`config.mk`:
```
export PLATFORM = sky130hd
export DESIGN_NAME = nma_lane
export DESIGN_NICKNAME = d
export VERILOG_FILES = /design/src/rtl/nma_pkg.sv /design/src/rtl/nma_lane.sv
export SDC_FILE = /design/constraint.sdc
export NUM_CORES = 2
export LEC_CHECK = 0
export BUFFER_PORTS_ARGS = -buffer_cell sky130_fd_sc_hd__buf_4
export CAP_MARGIN = 10
export CORE_MARGIN = 8
export CORE_UTILIZATION = 52
export CTS_CLUSTER_SIZE = 25
export DETAILED_ROUTE_END_ITERATION = 7
export PLACE_DENSITY_LB_ADDON = 0.05
export SLEW_MARGIN = 20
export SYNTH_ARGS = -nofsm -noshare
export SYNTH_HDL_FRONTEND = slang
export SYNTH_SLANG_ARGS = --single-unit
```
`constraint.sdc`:
```
create_clock -name clock -period 12.6 [get_ports clock]
set_clock_uncertainty 0.2 [all_clocks]
set_input_delay 1.89 -clock clock [delete_from_list [all_inputs] [get_ports clock]]
set_output_delay 1.89 -clock clock [all_outputs]
set_load 0.05 [all_outputs]
```
`src/rtl/nma_pkg.sv`:
```
// Package for the normalized mixer adjoint: sizes, codes, lane control
// struct and count clamping. Used by every module of the block.
package nma_pkg;

   localparam int MaxChannels  = 4;
   localparam int MaxSources   = 8;
   localparam int ColW         = $clog2(MaxSources);
   localparam int RowW         = 2;
   localparam int SumW         = 33;  // sum of up to four squares
   localparam int SearchW      = 66;  // trial terms of the root search
   localparam int MagW         = 16;  // scaled magnitude, 0..32768

   typedef enum logic [1:0] {
      FUNC_LOAD   = 2'd0,
      FUNC_NORM   = 2'd1,
      FUNC_SAMPLE = 2'd2,
      FUNC_NONE   = 2'd3
   } func_type;

   typedef enum logic [0:0] {
      CSR_CHANNELS = 1'b0,
      CSR_SOURCES  = 1'b1
   } csr_index_type;

   typedef enum logic [3:0] {
      ST_IDLE,
      ST_SMP,
      ST_DRAIN,
      ST_N_RD,
      ST_N_MUL,
      ST_N_SUM,
      ST_N_CHK,
      ST_N_SRCH,
      ST_N_WR
   } state_type;

   // Control shared by all lanes
   typedef struct packed {
      logic               rd_en;
      logic [ColW-1:0]    addr;
      logic               ld_en;
      logic signed [15:0] ld_data;
      logic               sq;
      logic               init;
      logic               step;
      logic [3:0]         bitpos;
      logic               wr_back;
      logic [SumW-1:0]    sum;
   } lane_ctl_type;

   function automatic logic [2:0] used_channels(input logic [2:0] c);
      logic [2:0] r;
      r = c;
      if (c == 3'd0) r = 3'd1;
      if (c > 3'(MaxChannels)) r = 3'(MaxChannels);
      return r;
   endfunction

   function automatic logic [3:0] used_sources(input logic [3:0] s);
      logic [3:0] r;
      r = s;
      if (s == 4'd0) r = 4'd1;
      if (s > 4'(MaxSources)) r = 4'(MaxSources);
      return r;
   endfunction

endpackage

```
`src/rtl/nma_lane.sv`:
```
// One channel lane: its row of the matrix, a multiplier and a bit-serial
// root search for normalizing. Depends on nma_pkg.
module nma_lane (
   input  logic                      clock,
   input  nma_pkg::lane_ctl_type     ctl,
   input  logic                      ld_sel,
   input  logic                      use_lane,
   input  logic signed [15:0]        sample,
   output logic signed [31:0]        product
);
   import nma_pkg::*;

   logic signed [15:0] row_mem [MaxSources];
   logic signed [15:0] rd_ff;
   logic signed [31:0] prod_ff, prod_in;
   logic [SearchW-1:0] p_ff, p_in, q_ff, q_in, tgt_ff, tgt_in, trial, s_ext;
   logic [MagW-1:0]    m_ff, m_in;
   logic signed [15:0] new_val;
   logic               we;
   logic signed [15:0] wdata;

   // Trial (m + 2^b)^2 * S built from running m^2*S and m*S
   assign s_ext = SearchW'(ctl.sum);
   assign trial = p_ff + (q_ff << (5'(ctl.bitpos) + 5'd1))
                       + (s_ext << {ctl.bitpos, 1'b0});

   always_comb begin
      p_in   = p_ff;
      q_in   = q_ff;
      m_in   = m_ff;
      tgt_in = tgt_ff;
      if (ctl.init) begin
         p_in   = '0;
         q_in   = '0;
         m_in   = '0;
         tgt_in = SearchW'(prod_ff[30:0]) << 30;
      end else if (ctl.step && trial <= tgt_ff) begin
         p_in = trial;
         q_in = q_ff + (s_ext << ctl.bitpos);
         m_in = m_ff | (MagW'(1) << ctl.bitpos);
      end
   end

   // Saturate +1.0 and restore the sign
   always_comb begin
      if (m_ff[MagW-1])
         new_val = rd_ff[15] ? 16'sh8000 : 16'sh7fff;
      else if (rd_ff[15])
         new_val = -$signed({1'b0, m_ff[14:0]});
      else
         new_val = $signed({1'b0, m_ff[14:0]});
   end

   assign prod_in = rd_ff * (ctl.sq ? rd_ff : sample);
   assign we      = (ctl.ld_en && ld_sel) || (ctl.wr_back && use_lane);
   assign wdata   = ctl.ld_en ? ctl.ld_data : new_val;

   // Row memory: one write, one registered read
   always_ff @(posedge clock) begin
      if (we) row_mem[ctl.addr] <= wdata;
      if (ctl.rd_en) rd_ff <= row_mem[ctl.addr];
   end

   always_ff @(posedge clock) begin
      prod_ff <= prod_in;
      p_ff    <= p_in;
      q_ff    <= q_in;
      m_ff    <= m_in;
      tgt_ff  <= tgt_in;
   end

   assign product = prod_ff;
endmodule

```
Word level (Yosys, flattened, before mapping)
Memories as Yosys holds them, arrays and structs flattened. A register that Yosys moved wholly into a read port is not among the register bits.
Cells that the tools add are included.
{ "classes": {"add_sub_neg": 5, "multipliers": 1, "n_lt_le_gt_ge": 1, "n_shift": 4, "mux": 7, "bitwise_logic": 1, "reduce_logical": 4} }
{ "ops": {"columns": ["cell", "count"], "rows": [
  ["adder 66 bit", 3],
  ["less-or-equal comparator 66 x 61 -> 1 bit", 1],
  ["left shift 33 x 4 -> 66 bit", 1],
  ["left shift 33 x 5 -> 66 bit", 1],
  ["left shift 66 x 5 -> 66 bit", 1],
  ["2-to-1 mux 16 bit", 4],
  ["multiplier 16 x 32 -> 32 bit", 1],
  ["2-to-1 mux 32 bit", 1],
  ["negator 15 -> 16 bit", 1],
  ["OR 16 bit", 1],
  ["left shift 1 x 4 -> 16 bit, first input constant", 1],
  ["adder 4 x 1 -> 5 bit, second input constant", 1],
  ["logical AND 1 bit", 3],
  ["2-to-1 mux 1 bit", 2],
  ["logical OR 1 bit", 1]
]} }
{ "totals": {"regBits": 211, "mem_bits_rw": 128, "input_bits": 81, "output_inout_bits": 32, "word_cells": 29, "memories": 1} }
{ "mem_list": {"columns": ["memory", "depth", "width", "read_ports", "rd_ports_with_merged_regs", "write_ports", "line_no", "rtl"], "rows": [
  ["row_mem", 8, 16, 1, 1, 1, "nma_lane.sv:13", "logic signed [15:0] row_mem [MaxSources];"]
]} }

Depth between registers and ports, before layout
{ "depth": {"ltp_word": 6, "depth_mapped": 44, "depth_no_buf": 34} }

Worst setup path before layout
No wires, ideal clock.
{ "synth_timing": {"path_kind": "input to register", "start": "input ctl[34] (netlist name)", "end": "register q_ff[56]", "setup_ps": 123, "arrival_ps": 11453, "required_ps": 12277, "path_slack_ps": 823, "cell_stages": 41, "path_buffers": 9, "cell_sequence": "clkbuf_1 > clkbuf_1 > clkinv_1 > clkbuf_1 > ha_1 > clkbuf_1 > buf_1 > clkbuf_1 > buf_1 > mux4_2 > mux2i_1 > nand2_1 > o21ai_0 > o22ai_1 > fa_1 > ha_1 > buf_2 > and4_4 > [5 not listed] > nor2b_1 > a21boi_0 > o21ai_0 > xor2_1 > ha_1 > nand4_1 > nor2_1 > nand4_1 > nor4_1 > nand4_1 > nor4_1 > nand4_1 > nor4_1 > o221ai_1 > or4_4 > buf_6 > nor4_1 > mux2_1"} }
{ "synth_between": {"elab_chain_cells": 6, "elab_cells_between_ends": 9, "classes_between": "add/sub (4); order compare (1); shift (3); reduce/logical (1)"} }
{ "synth_rtl": {"columns": ["element", "line_no", "rtl"], "rows": [
  ["start: declaration", "nma_lane.sv:5", "input nma_pkg::lane_ctl_type ctl,"],
  ["adder 4 x 1 -> 5 bit", "nma_lane.sv:24", "assign trial = p_ff + (q_ff << (5'(ctl.bitpos) + 5'd1))"],
  ["left shift 66 x 5 -> 66 bit", "nma_lane.sv:24", null],
  ["adder 66 bit", "nma_lane.sv:24", null],
  ["adder 66 bit *", "nma_lane.sv:25", "+ (s_ext << {ctl.bitpos, 1'b0});"],
  ["named net trial[57]", "nma_lane.sv:16", "logic [SearchW-1:0] p_ff, p_in, q_ff, q_in, tgt_ff, tgt_in, trial, s_ext;"],
  ["less-or-equal comparator 66 x 61 -> 1 bit *", "nma_lane.sv:37", "end else if (ctl.step && trial <= tgt_ff) begin"],
  ["logical AND 1 bit *", "nma_lane.sv:37", null],
  ["end signal: assignment", "nma_lane.sv:67", "q_ff <= q_in;"],
  ["end: declaration", "nma_lane.sv:16", null]
]} }
Mark *: on every way through the listed nets, which the timed path passes. The rest lies on a longest branch.
A chain may end at the register's enable or synchronous reset.

Final worst setup path
{ "layout_timing": {"start": "input ctl[34] (netlist name)", "end": "register p_ff[24]"} }
{ "layout_between": {"elab_chain_cells": 6, "elab_cells_between_ends": 7, "classes_between": "add/sub (3); order compare (1); shift (2); reduce/logical (1)"} }
{ "layout_rtl": {"columns": ["element", "line_no", "rtl"], "rows": [
  ["adder 4 x 1 -> 5 bit", "nma_lane.sv:24", null],
  ["left shift 66 x 5 -> 66 bit", "nma_lane.sv:24", null],
  ["adder 66 bit", "nma_lane.sv:24", null],
  ["adder 66 bit *", "nma_lane.sv:25", null],
  ["named net trial[57]", "nma_lane.sv:16", null],
  ["less-or-equal comparator 66 x 61 -> 1 bit *", "nma_lane.sv:37", null],
  ["logical AND 1 bit *", "nma_lane.sv:37", null],
  ["end signal: assignment", "nma_lane.sv:66", "p_ff <= p_in;"],
  ["end: declaration", "nma_lane.sv:16", null]
]} }
Marked as above.

==> flow_summary.ini <==
[run_status]
status = finished clean

[sta]
worst_pin_slew_ns = 1.15
setup_tns_ns = 0
slew_headroom_pct = 22.7
maxSlewViolCount = 0
period_share_pct = 92.5
rsz0062_at_grt = no
fin_ws_ns = 0.950
fmax_mhz = 85.8
setup_violations = 0
min_period_ns = 11.65
hold_viol_final = 0

[worst_setup_path]
crit_path_start = ctl[34]
worstReg2RegEnd = p_ff[24]
worst_r2r_path_depth = 33
r2r_slack_ns = 3.05
cp-end-kind = flop
startpoint_type = input pin
critPathKind = input pin to flop
cp_slowest_cell = xnor2_2
r2r-start = q_ff[1]
critPathMaxFanout = 154
arrival_ns = 11.97
cp.buffers_inverters = 4
path_depth = 35
slowest_delay_ns = 0.80
crit_path_end = p_ff[24]
required_ns = 12.92
path_delay_family = simple AND/OR/NAND/NOR gates
path_common_cell = nand4_1

[floorplanning]
io_pins = 113
die_h_um = 283
rows = 98
start_util_pct = 52.1
die_x_um = 283
design.die.area_um2 = 80000
coreArea_um2 = 71000

[clock_network]
postCtsSetupBuffers = 0
hold_buffers = 0
clk_latency_ns = 0.61
clk_path_buf_depth = 3
cts-htree-levels = 2
numCtsBuffers = 43
cts_resized = 0
cts_tree = yes
root_buffer = clkbuf_16
cts_sinks = 355
clk_pin_slew_ns = 0.06

[global_route]
grt_pass1_vias = 29709
grt_use_total_pct = 28.6
grt_first_pass_wirelength_um = 178000
grt_antenna_before_repair = 1
overflow = 0
grt_start_max_net_pins = 155

[drt]
dr.pass1.iters = 6
met1_length_um = 48400
detail-route-antenna-nets = 0
top_layer = met5
drtIter0Drc = 2494
avgRoutedWirePerCell_um = 22.6
routed-wl-met3_um = 6990
wl_met2_um = 55400
wirelength_um = 116000
via_count = 30424
route.detailed.drc = 0
via_per_inst = 5.94

[synth]
ys.warnings.count = 0
synth_nets = 4811
syn_inst = 4169
yosysMostFrequentCell = nand2_1
synth_edf_count = 175
ys_ff_latch = 355
synth_area_leaders = fa_1 18%, edfxtp_1 14%, dfxtp_1 9.7%
async_flop_share_pct = 0
synth_top_area_share_pct = 17.7
synthesis.area_um2 = 37000
synth_seq_area_share_pct = 23.9
yosysUniqueCellTypes = 82
synth_flop_cell = dfxtp_1
syn_area_per_cell_um2 = 8.88
synth_top_area_cell = fa_1
synth_commonest_cells = 536 x nand2_1, 379 x inv_1, 332 x a21oi_1, 327 x fa_1, 290 x nor2_1

[power]
power.density_nw_per_um2 = 260
p_sw_mw = 5.02
power_mw = 10.4
p_comb_share_pct = 72.2
p_leak_nw = 17.5
p_clk_share_pct = 12.3
p_int_mw = 5.37
switching_share_pct = 48.3
peakVddDrop_uv = 930
seq_power_share_pct = 15.4

[place]
gp_congestion = 1.01
hpwl_um = 89300
place_ws_ns = 0.546
dp.cells = 5040
io_buffers = 112

[final_layout]
antenna_cells = 0
drive_gt1_share_pct = 9.38
fillers = 6631
syn2layout_area_growth_pct = 8.22
layout.cells.non_filler = 5119
final_nets = 4777

[min_path]
min_path_type = flop to flop
hold_depth = 0

[flow_run]
drv_cap = 0
==> cells in the final DEF (no fill, tap or decap), types with 16 or more instances in the layout <==
master / count
o211ai_1: 23
fa_1: 327
ha_1: 232
nand2b_1: 35
or2_2: 20
a31oi_1: 38
nand2_1: 536
nor3_1: 30
nand4_1: 56
a211oi_1: 26
clkbuf_16: 44
edfxtp_1: 175
o21a_1: 31
mux2i_1: 125
nor2_1: 289
nand3_1: 36
nor2b_1: 61
or3_1: 20
dfxtp_1: 180
xnor2_1: 98
a21o_1: 95
a21oi_1: 332
a22oi_1: 70
inv_1: 379
o22ai_1: 16
o21ai_0: 249
mux2_2: 57
and2_1: 109
xor2_1: 46
o21bai_1: 25
mux4_2: 57
buf_4: 153
==> routing by layer <==
metal,global-route usage [%],vias up
met5,0,-
met4,10.8,2
met3,3.95,239
met2,47.8,1098
met1,37.6,14770
li1,-,14315
==> area by class of cell <==
cell class,count,area (µm²),area share (%)
clock inverters,29,303,0.756
well taps,950,1190,2.97
clock buffers,50,1140,2.85
repair buffers,158,1230,3.07
multi-input cells,3196,25900,64.7
flip-flops and latches,355,8860,22.1
inverters,381,1430,3.57
==> power groups by stage <==
stage	clock, mW	sequential, mW	combinational (mW)
after floorplan	0	1.73	5.47
final	1.28	1.61	7.51
after detailed placement	0	1.63	7.50
after CTS	1.31	1.61	7.55
after global routing	1.36	1.62	8.43
after global placement	0	1.63	7.46
==> cell families (layout without fill, tap and decap cells) <==
group	count (synthesis)	count (layout)	share of synthesized area [%]
AND/OR/NAND/NOR	1248	1248	15.5
AO/OA/AOI/OAI	999	999	16.6
buffers and inverters	618	618	6.30
adder cells (fa/ha/maj)	561	561	25.6
flip-flops	355	355	23.9
multiplexers	242	242	8.67
XOR/XNOR	146	146	3.45
==> metrics by stage <==
| step | area (µm²) | utilization [%] | hold slack [ns] |
|---|---|---|---|
| global route | 40100 | 56.4 | 0.255 |
| CTS | 40100 | 56.4 | 0.234 |
| finish | 40100 | 56.4 | 0.232 |
| global placement | 38600 | 54.4 | 0.217 |
| floorplan | 37000 | - | 0.236 |
| detailed placement | 38600 | 54.4 | 0.219 |
==> worst min-delay path by stage <==
stage / startpoint / to / slack, ns
after floorplan: p_ff[1] / p_ff[1] / 0.24
after global placement: product[9] / tgt_ff[39] / 0.22
after detailed placement: product[13] / tgt_ff[43] / 0.22
after CTS: product[12] / tgt_ff[42] / 0.23
after global routing: product[15] / tgt_ff[45] / 0.26
final: product[12] / tgt_ff[42] / 0.23
==> state kept, by name (all words and copies together), names as in the netlist <==
register  cells
m_ff         16
rd_ff        16
product      32
row_mem     128
p_ff         66
tgt_ff       31
q_ff         66
Power figures use the tool's default switching activity.
