## src/rtl/nma_pkg.sv

```systemverilog
// Package for the normalized mixer adjoint: sizes, codes, lane control
// struct and count clamping. Used by every module of the block.
package nma_pkg;

   localparam int MaxChannels  = 4;
   localparam int MaxSources   = 8;
   localparam int ColW         = $clog2(MaxSources);
   localparam int RowW         = 2;
   localparam int SumW         = 33;  // sum of up to four squares
   localparam int SearchW      = 66;  // trial terms of the root search
   localparam int MagW         = 16;  // scaled magnitude, 0..32768

   typedef enum logic [1:0] {
      FUNC_LOAD   = 2'd0,
      FUNC_NORM   = 2'd1,
      FUNC_SAMPLE = 2'd2,
      FUNC_NONE   = 2'd3
   } func_type;

   typedef enum logic [0:0] {
      CSR_CHANNELS = 1'b0,
      CSR_SOURCES  = 1'b1
   } csr_index_type;

   typedef enum logic [3:0] {
      ST_IDLE,
      ST_SMP,
      ST_DRAIN,
      ST_N_RD,
      ST_N_MUL,
      ST_N_SUM,
      ST_N_CHK,
      ST_N_SRCH,
      ST_N_WR
   } state_type;

   // Control shared by all lanes
   typedef struct packed {
      logic               rd_en;
      logic [ColW-1:0]    addr;
      logic               ld_en;
      logic signed [15:0] ld_data;
      logic               sq;
      logic               init;
      logic               step;
      logic [3:0]         bitpos;
      logic               wr_back;
      logic [SumW-1:0]    sum;
   } lane_ctl_type;

   function automatic logic [2:0] used_channels(input logic [2:0] c);
      logic [2:0] r;
      r = c;
      if (c == 3'd0) r = 3'd1;
      if (c > 3'(MaxChannels)) r = 3'(MaxChannels);
      return r;
   endfunction

   function automatic logic [3:0] used_sources(input logic [3:0] s);
      logic [3:0] r;
      r = s;
      if (s == 4'd0) r = 4'd1;
      if (s > 4'(MaxSources)) r = 4'(MaxSources);
      return r;
   endfunction

endpackage

```

## src/rtl/nma_merge.sv

```systemverilog
// Merge stage: adds the lane products of channels in use and registers
// the sum. Depends on nma_pkg.
module nma_merge (
   input  logic                       clock,
   input  logic signed [31:0]         lane_prod [nma_pkg::MaxChannels],
   input  logic [nma_pkg::MaxChannels-1:0] lane_use,
   output logic signed [33:0]         sum
);
   import nma_pkg::*;

   logic signed [33:0] sum_ff, sum_in;

   // Add the lanes in use
   always_comb begin
      sum_in = '0;
      for (int k = 0; k < MaxChannels; k++)
         if (lane_use[k]) sum_in = sum_in + 34'(lane_prod[k]);
   end

   always_ff @(posedge clock) sum_ff <= sum_in;

   assign sum = sum_ff;
endmodule
```

## config.mk

```make
export PLATFORM = sky130hd
export DESIGN_NAME = nma_merge
export DESIGN_NICKNAME = d
export VERILOG_FILES = /design/src/rtl/nma_pkg.sv /design/src/rtl/nma_merge.sv
export SDC_FILE = /design/constraint.sdc
export NUM_CORES = 1
export LEC_CHECK = 0
export BUFFER_PORTS_ARGS = -buffer_cell sky130_fd_sc_hd__buf_2
export CAP_MARGIN = 20
export CORE_AREA = 2 2 90 156
export CTS_CLUSTER_DIAMETER = 150
export CTS_CLUSTER_SIZE = 28
export DETAILED_ROUTE_END_ITERATION = 7
export DIE_AREA = 0 0 92 158
export GPL_ROUTABILITY_DRIVEN = 0
export PLACE_DENSITY = 0.86
export SYNTH_ARGS = -nofsm -noshare
export SYNTH_HDL_FRONTEND = slang
export SYNTH_SLANG_ARGS = --single-unit
```

## constraint.sdc

```tcl
create_clock -name clock -period 12.7 [get_ports clock]
set_clock_uncertainty 0.2 [all_clocks]
set_input_delay 2.54 -clock clock [delete_from_list [all_inputs] [get_ports clock]]
set_output_delay 2.54 -clock clock [all_outputs]
set_load 0.02 [all_outputs]
```

# Word level (Yosys, flattened, before mapping)
# Index checks and enable logic that the tools add are counted.
# op_classes
addsub,3
muxes,4
# ops
op,n
$mux 34,4
$add 34x32->34,3
# word_totals
regBits,34
inputBits,133

# Longest topological paths before layout
# Gate-level depths: netlist of run 1.
# logic_depth
word_depth,7
depth_mapped,38

# Least setup slack after synthesis of run 1
# OpenSTA, ideal clock, no wires.
# synth_path
path_type,input-to-reg
start,input port lane_use[0] (netlist bit)
end,register sum_ff[32] (netlist: sum[32])
setup_ps,120
arrival_time_ps,9299
t_required_ps,12380
path_slack_ps,3081
stages,36
n_path_buf,6
path_cell_list,buf_2 > clkbuf_1 > clkbuf_1 > clkbuf_1 > clkbuf_1 > nand2_1 > inv_1 > ha_1 > a21o_1 > maj3_1 > nand3_1 > o21ai_0 > o31ai_2 > xor2_1 > a21oi_1 > ha_1 > and3_1 > and2_1 > a221o_1 > o2bb2ai_1 > o31ai_2 > o21bai_1 > a21oi_1 > xor2_1 > mux2i_1 > ha_1 > clkbuf_1 > nand3_1 > o21ai_0 > nor4_1 > a21oi_1 > a221o_1 > a41oi_2 > a32o_2 > mux2i_1 > a211o_1
# synth_between
elab_chain_cells,7
# synth_lines
item,line_no,source
from (decl),nma_merge.sv:6,"input logic [nma_pkg::MaxChannels-1:0] lane_use,"
$mux 34 *,nma_merge.sv:17,if (lane_use[k]) sum_in = sum_in + 34'(lane_prod[k]);
$add 34x32->34,nma_merge.sv:17,
$mux 34 *,nma_merge.sv:17,
$add 34x32->34,nma_merge.sv:17,
$mux 34 *,nma_merge.sv:17,
$add 34x32->34,nma_merge.sv:17,
$mux 34 *,nma_merge.sv:17,
via sum_in[32],nma_merge.sv:11,"logic signed [33:0] sum_ff, sum_in;"
to (signal assigned),nma_merge.sv:20,always_ff @(posedge clock) sum_ff <= sum_in;
to (decl),nma_merge.sv:11,
# Mark *: on every way through the listed nets, which the timed path passes. The rest lies on a longest branch.

# Final worst setup path of run 1
# layout_path
start,input port lane_use[0] (netlist bit)
end,register sum_ff[29] (netlist: sum[29])
# The elaborated chain is that of the path after synthesis.

==> summary.txt, run 1 <==
Setup path
  • Nature of the critical path endpoint: flop
  • Crit Path Max Fanout: 49
  • Cell depth of the worst setup path: 34
  • CP endpoint: sum[29]
  • Top delay family on crit path: compound AO/OA/AOI/OAI gates
  • Cell seen most often among critical-path stages: o21ai_0
  • Crit path arrival time: slightly above 10 ns
  • CP startpoint: lane_use[0]
  • Slowest cell on crit path: buf_2
  • CP peak stage delay: between 0.5 and 0.6 ns
  • WS Path Type: input port to flop
  • Worst path required time: approximately 13 ns
  • Crit path buffers/inverters: 2
  • Startpoint Class: input port

Routing
  • Drt wl/cell: 16.5 microns
  • Final wirelength: between 20000 and 25000 microns
  • Vias per cell: 6.21
  • Drc violations: 0
  • Final ANT Viol Nets: 0
  • Initial drt markers: around 410
  • Vias: about 8100
  • Drt pass-1 iters: 5

Final layout
  • Share of cells above drive strength 1: about a fifth
  • Commonest non-fill, non-tap cells in the layout: buf_2 (166), a21oi_1 (96), nand2_1 (94), ha_1 (93), nor2_1 (63)
  • Max reg flops: 34
  • Diode count: 0
  • Final nets: between 1000 and 1500
  • Number of fill cells: 1260
  • P&R area growth vs syn: 13.8%
  • Most common cell after layout, fill and taps aside: buf_2
  • Final non-filler cell total: 1312

Floorplan
  • Initial Utilization: 55.5%
  • Core footprint: between 10000 and 15000 sq um
  • Die width: roughly 90 microns
  • Die height: between 150 and 200 microns
  • # IOs: 167
  • Die ar.: about 15000 sq um
  • # rows: 56

GRT
  • Antenna violations before repair: 0
  • Vias in the first global route: 7719
  • Largest net degree at the start of global routing: between 50 and 60
  • GRT Total Usage: between 20 and 30%
  • Global-route wire length before repair: 34900 microns
  • Total global routing overflow: 0

Synth
  • Predominant post-synthesis flop cell: dfxtp_1
  • Cell Area, Synth: between 7000 and 8000 sq um
  • Syn_nets: approximately 1200
  • Ys async rst share: 0%
  • Post-synth EDFFs: 0
  • Ys Warns: 0
  • Seq/Total Area, Yosys: 9.22%
  • Post-synthesis register bit count: 34
  • Post-synthesis cell type count: just under 80
  • Syn avg cell area: about 7.3 sq um
  • Mapped Cells: 1010

Placement
  • DP Wirelength: about 17000 microns
  • Count of input and output buffers: 166
  • Place WS: ~2.4 ns
  • Inst Count DP: around 1300

CTS
  • Hold buffers post-CTS: 0
  • Clk buf depth: 2
  • CTS Buf Count: 5
  • Post-cts sizing count: 0
  • Clock Sinks: 34
  • Max H-tree Level: 2
  • Clk root buf: clkbuf_16
  • Worst-path clk slew: about 0.05 ns
  • Post-CTS Setup Bufs: 0
  • CTS tree: built

STA
  • Maximum clock rate: around 0.1 GHz
  • Setup WS post-layout: about 2.5 ns
  • Unrepaired setup endpoints after global routing: no
  • Worst relative slew slack: a little under a third
  • Final period util: roughly four fifths
  • Setup violations, final: 0
  • Crit path time final: around 10 ns
  • Pin slew with the least headroom to its limit: 1.02 ns
  • Max Slew Vio Count: 0
  • Setup_tns: 0 ns
  • Endpoints failing hold: 0

Run status
  • Run status: finished clean

Pwr
  • LEAKAGE: approximately 4.2 nW
  • Pwr Density: 124 nW/um^2
  • Worst vdd ir: between 0.0001 and 0.00015 V

Flow run
  • Max cap viols: 0

Hold path
  • Hold Crit Class: input port to flop
-- layer usage --
metal	part of all wire, %	GRT usage (%)	vias up
met1	40	34.3	3775
met5	0	0	-
met2	50	52.2	308
met4	5.1	15.9	0
met3	5.4	1.57	75
li1	-	-	3988
-- cell type report --
| cell class | count | area (sq um) | share of cell area [%] |
|---|---|---|---|
| multi-input cells | 872 | 6300 | 75.0 |
| clock inverters | 1 | 5.00 | 0.0596 |
| repair buffers | 167 | 838 | 9.98 |
| clock buffers | 7 | 143 | 1.70 |
| well taps | 174 | 218 | 2.59 |
| inverters | 57 | 214 | 2.55 |
| flip-flops and latches | 34 | 681 | 8.10 |
-- metrics by stage --
stage	area [sq um]	total power, mW	hold WS [ns]	util [%]
6_report	8400	1.05	2.40	63.1
5_1_grt	8400	1.13	2.42	63.1
4_1_cts	8400	1.04	2.41	63.1
3_5_place_dp	8260	0.903	2.70	62.0
3_3_place_gp	8260	0.887	2.69	62.0
2_1_floorplan	7380	0.728	2.59	-
-- power breakdown --
part	internal (mW)	total [mW]	switching, mW
combinational	0.321	0.751	0.430
sequential	0.155	0.169	0.0146
clock	0.0777	0.125	0.0471
-- cell usage after synthesis, types with 5 or more instances --
cell type  count  area, sq um
o2111ai_1      5         43.8
mux2_2        38          428
buf_1          7         26.3
o21a_1         9         67.6
ha_1          93         1160
nand3_1       23          115
nor3_1        12         60.1
a21oi_1       96          480
nor2b_1        8         50.1
a211oi_1      12         90.1
o21ai_1        7         35.0
o21bai_1      13         97.6
a21o_1        55          413
and2_1        17          106
mux2i_1       11          110
inv_1         56          210
xnor2_1       50          438
buf_2          5         25.0
xor2_1        38          333
dfxtp_1       34          681
o221ai_1       5         43.8
nand2_1       94          353
a31oi_1       14         87.6
nand2b_1      14         87.6
o31ai_1        8         60.1
clkbuf_1      34          128
nor2_1        63          236
a31o_2         6         52.6
or2_2          7         43.8
and3_1        11         68.8
a41oi_1        6         52.6
or3_1          6         37.5
nand4_1       10         62.6
o21ai_0       56          280
-- how the worst min path moves through the flow --
stage / cells past startpoint / startpoint / end
floorplan: 2 / lane_prod[0] / sum[0]
global placement: 3 / lane_prod[0] / sum[0]
detailed placement: 3 / lane_prod[0] / sum[0]
CTS: 3 / lane_prod[0] / sum[0]
global route: 3 / lane_prod[0] / sum[0]
finish: 3 / lane_prod[0] / sum[0]
-- cell families after synthesis --
kind of cell | count (synthesis) | synth area share (%)
AO/OA/AOI/OAI | 355 | 32.4
AND/OR/NAND/NOR | 282 | 18.4
buffers and inverters | 104 | 5.39
adder cells (fa/ha/maj) | 98 | 16.8
XOR/XNOR | 88 | 10.4
multiplexers | 49 | 7.29
flip-flops | 34 | 9.22
(Power assumes the default switching activity.)
==> inputs of run 2 (changes only) <==
==> constraint.sdc (replaced) <==
create_clock -name clock -period 9.5 [get_ports clock]
set_clock_uncertainty 0.2 [all_clocks]
set_input_delay 1.9 -clock clock [delete_from_list [all_inputs] [get_ports clock]]
set_output_delay 1.9 -clock clock [all_outputs]
set_load 0.02 [all_outputs]
==> run 2 against run 1 <==
Net effect: setup slack lost 2.0 ns; clock power is 50% higher; global-route usage rose by 0.50 points; critical path type unchanged; largest cell class unchanged.
==> summary.txt, run 2 (synthesis gave the netlist of run 1 again) <==
STA
  • Maximum clock rate: about 0.11 GHz
  • Endpoints failing hold: 0
  • Setup_tns: 0 ns
  • Worst relative slew slack: between 30% and 40%
  • Setup violations, final: 0
  • Setup WS post-layout: 0.562 ns
  • Pin slew with the least headroom to its limit: 0.999 ns
  • Crit path time final: ~8.9 ns
  • Final period util: between 90% and 100%
  • Max Slew Vio Count: 0
  • Unrepaired setup endpoints after global routing: no

Floorplan
  • Die height: roughly 160 microns
  • Initial Utilization: 55.5%
  • # rows: 56
  • Die width: 92 microns
  • # IOs: between 150 and 200
  • Core footprint: 13300 sq um
  • Die ar.: approximately 15000 sq um

Setup path
  • CP endpoint: sum[33]
  • Crit path arrival time: 8.91 ns
  • Slowest cell on crit path: a2111oi_0
  • Worst path required time: ~9.5 ns
  • CP peak stage delay: approximately 0.47 ns
  • CP startpoint: lane_use[0]
  • WS Path Type: input port to flop
  • Cell seen most often among critical-path stages: o21ai_0
  • Nature of the critical path endpoint: flop
  • Crit Path Max Fanout: 5
  • Startpoint Class: input port

CTS
  • Worst-path clk slew: 0.06 ns
  • Clk root buf: clkbuf_16
  • Clock Sinks: 34
  • Clk buf depth: 2
  • Max H-tree Level: 2
  • Post-CTS Setup Bufs: 0
  • CTS tree: built
  • CTS Buf Count: 5
  • Hold buffers post-CTS: 0
  • Post-cts sizing count: 0

Routing
  • Initial drt markers: 578
  • Final wirelength: 22300 microns
  • Vias: about 8300
  • Drt wl/cell: approximately 17 microns
  • Drc violations: 0
  • Vias per cell: approximately 6.3
  • Final ANT Viol Nets: 0
  • Drt pass-1 iters: 5

Final layout
  • FF/Latch Area: roughly 680 sq um
  • Diode count: 0
  • P&R area growth vs syn: 14.7%
  • Share of cells above drive strength 1: a little over a fifth
  • Final nets: approximately 1400
  • Finished layout cell area: around 8500 sq um
  • Most common cell after layout, fill and taps aside: buf_2
  • Number of fill cells: approximately 1200
  • Max reg flops: 34
  • Area of the multi-input gates: ~6300 sq um
  • Commonest non-fill, non-tap cells in the layout: buf_2 (166), a21oi_1 (96), nand2_1 (94), ha_1 (93), nor2_1 (63)

GRT
  • GRT Total Usage: slightly below 30%
  • Vias in the first global route: 7804
  • Total global routing overflow: 0
  • Antenna violations before repair: 0
  • Largest net degree at the start of global routing: 55
  • Global-route wire length before repair: about 35000 microns

Pwr
  • Pwr Density: around 170 nW/um^2
  • LEAKAGE: around 4.2 nW
  • Worst vdd ir: between 0.00015 and 0.0002 V

Placement
  • Placed Area: between 8000 and 9000 sq um
  • Count of input and output buffers: approximately 170
  • Place WS: 0.459 ns
  • DP Wirelength: 17700 microns

Flow run
  • Max cap viols: 0

Run status
  • Run status: finished clean

Hold path
  • Hold Crit Class: input port to flop
  • Worst Hold Depth: 3
run 2: changes by cell type in the layout (fill, tap and decap cells not counted):
cell       change
bufinv_16      +1
clkbuf_1       -1
clkbuf_8       -1
buf_4          +6
clkinv_2       +1
run 2: final cells by class:
type | instances | area share, %
Multi-Input combinational cell | 872 | 74.5
Timing Repair Buffer | 173 | 10.4
Sequential cell | 34 | 8.04
Tap cell | 174 | 2.57
Inverter | 57 | 2.53
Clock buffer | 5 | 1.48
Clock inverter | 3 | 0.473
run 2: layer usage:
layer / GRT usage, % / wire [microns]
met1: 34.9 / 8880
met2: 52.5 / 10800
met3: 1.90 / 1340
met4: 17.1 / 1210
met5: 0 / 0
run 2: worst min-delay path by stage:
stage	start	endpoint	slack [ns]
6_report	lane_prod[0]	sum[0]	1.76
5_1_grt	lane_prod[0]	sum[0]	1.77
4_1_cts	lane_prod[0]	sum[0]	1.76
3_5_place_dp	lane_prod[0]	sum[0]	2.06
3_3_place_gp	lane_prod[0]	sum[0]	2.05
2_1_floorplan	lane_prod[0]	sum[0]	1.95
run 2: metrics by stage:
stage	power, mW	cells	hold slack (ns)	util (%)
global placement	1.19	1310	2.05	62.3
finish	1.43	1318	1.76	63.6
CTS	1.41	1318	1.76	63.6
floorplan	0.973	1010	1.95	-
global route	1.53	1318	1.77	63.6
detailed placement	1.21	1310	2.06	62.3
run 2: worst max-delay path, delay by kind of cell:
| kind | cells | cell delay (ns) |
|---|---|---|
| compound gates | 13 | 3.59 |
| xor+xnor | 4 | 0.70 |
| fa+ha+maj | 4 | 1.30 |
| buf+inv | 2 | 0.15 |
| mux | 1 | 0.30 |
| simple gates | 7 | 0.96 |
run 2: report_power, final:
part	internal (mW)	total (mW)	switching, mW
Clock	0.123	0.188	0.0652
Combinational	0.432	1.01	0.582
Sequential	0.207	0.226	0.0193
==> inputs of run 3 (changes only) <==
--- a/config.mk
+++ b/config.mk
@@ -14,6 +14,7 @@
 export DIE_AREA = 0 0 92 158
 export GPL_ROUTABILITY_DRIVEN = 0
 export PLACE_DENSITY = 0.86
+export RECOVER_POWER = 50
 export SYNTH_ARGS = -nofsm -noshare
 export SYNTH_HDL_FRONTEND = slang
 export SYNTH_SLANG_ARGS = --single-unit
==> run 3 against run 2 <==
Net effect: highest routed layer unchanged; cell area shrank 0.49%; non-clock buffer count is the same; total power shrank 1.1%; critical endpoint is now sum[32].
==> summary.txt, run 3 (synthesis gave the netlist of run 1 again) <==
Final layout
  • Number of fill cells: around 1200
  • P&R area growth vs syn: 14.1%
  • Finished layout cell area: around 8400 sq um
  • Diode count: 0
  • Final non-filler cell total: between 1000 and 1500
  • Max reg flops: 34
  • Share of cells above drive strength 1: a little under a fifth
  • Most common cell after layout, fill and taps aside: buf_2
  • Final nets: around 1400
  • Commonest non-fill, non-tap cells in the layout: buf_2 (133), a21oi_1 (96), nand2_1 (94), ha_1 (93), nor2_1 (63)

GRT
  • Antenna violations before repair: 0
  • GRT Total Usage: between 20% and 30%
  • Largest net degree at the start of global routing: 55
  • Global-route wire length before repair: ~35000 microns
  • Total global routing overflow: 0
  • Vias in the first global route: 7804

STA
  • Endpoints failing hold: 0
  • Worst relative slew slack: 33.0%
  • Pin slew with the least headroom to its limit: 1.01 ns
  • Max Slew Vio Count: 0
  • Maximum clock rate: around 0.11 GHz
  • Setup_tns: 0 ns
  • Setup violations, final: 0
  • Unrepaired setup endpoints after global routing: no
  • Final period util: 94.0%
  • Crit path time final: just under 9 ns

Routing
  • Drc violations: 0
  • Vias: a little over 8000
  • Final ANT Viol Nets: 0
  • Drt wl/cell: about 17 microns
  • Final wirelength: about 22000 microns
  • Initial drt markers: 548
  • Vias per cell: around 6.2
  • Drt pass-1 iters: 6

CTS
  • Clk root buf: clkbuf_16
  • Post-cts sizing count: 0
  • CTS tree: built
  • Worst-path clk slew: 0.06 ns
  • CTS Buf Count: 5
  • Hold buffers post-CTS: 0
  • Clock Sinks: 34
  • Post-CTS Setup Bufs: 0
  • Clk buf depth: 2
  • Max H-tree Level: 2

Floorplan
  • Die ar.: between 10000 and 15000 sq um
  • # IOs: 167
  • Core footprint: approximately 13000 sq um
  • Initial Utilization: a little under three fifths
  • Die width: just over 90 microns
  • # rows: between 50 and 60
  • Die height: approximately 160 microns

Setup path
  • Startpoint Class: input port
  • Crit Path Max Fanout: 20
  • Crit path arrival time: between 8 and 9 ns
  • Nature of the critical path endpoint: flop
  • Cell seen most often among critical-path stages: a21oi_1
  • WS Path Type: input port to flop
  • Worst path required time: between 9 and 10 ns
  • CP peak stage delay: roughly 0.6 ns
  • Slowest cell on crit path: o31ai_1

Placement
  • Placed Area: around 8300 sq um
  • DP Wirelength: 17700 microns
  • Count of input and output buffers: 166
  • Inst Count DP: roughly 1300

Run status
  • Run status: finished clean

Hold path
  • Hold Crit Class: input port to flop

Pwr
  • Pwr Density: approximately 170 nW/um^2
  • Worst vdd ir: about 0.00017 V
  • LEAKAGE: just over 4 nW

Flow run
  • Max cap viols: 0
==> run 3: power by group <==
part           switching (mW)  internal [mW]  leakage (nW)
combinational           0.581          0.415          3.75
clock                  0.0655          0.123        0.0836
sequential             0.0210          0.207         0.287
total                   0.668          0.744          4.12
==> run 3: worst paths after layout <==
check	start	to	slack, ns	cells past startpoint
min	lane_prod[0]	sum[0]	1.76	3
max	lane_use[0]	sum[32]	0.57	33
==> run 3: critical path, delay by kind of cell <==
kind / cells / cell delay, ns
xor gates and xnor gates: 2 / 0.26
buffers and inverters: 4 / 0.43
adders and majority gates: 3 / 0.97
AOI/OAI and AO/OA: 18 / 4.14
and+or+nand+nor: 4 / 0.83
muxes: 2 / 0.35
==> run 3: final cells by class <==
cell class | instances | area [sq um] | area share [%]
clock buffer | 5 | 125 | 1.49
clock inverter | 3 | 40.0 | 0.475
inverter | 57 | 214 | 2.54
multi-input combinational | 872 | 6300 | 74.8
sequential | 34 | 681 | 8.08
tap | 174 | 218 | 2.58
timing repair buffer | 173 | 842 | 10.0
==> run 3: per-stage QoR <==
stage	setup WS (ns)	total power, mW	hold WS [ns]	util (%)
after detailed placement	0.459	1.21	2.06	62.3
after CTS	0.704	1.41	1.76	63.6
after floorplan	0.521	0.973	1.95	-
after global placement	0.674	1.19	2.05	62.3
after global routing	0.00716	1.52	1.77	63.3
final	0.574	1.41	1.76	63.3
==> run 3: layer usage <==
| layer | vias to the layer above | track usage, % | part of all wire (%) |
|---|---|---|---|
| met5 | - | 0 | 0 |
| met4 | 0 | 17.1 | 5.0 |
| met3 | 73 | 1.90 | 5.6 |
| met2 | 357 | 52.5 | 49 |
| met1 | 3764 | 34.9 | 40 |
| li1 | 3999 | - | - |
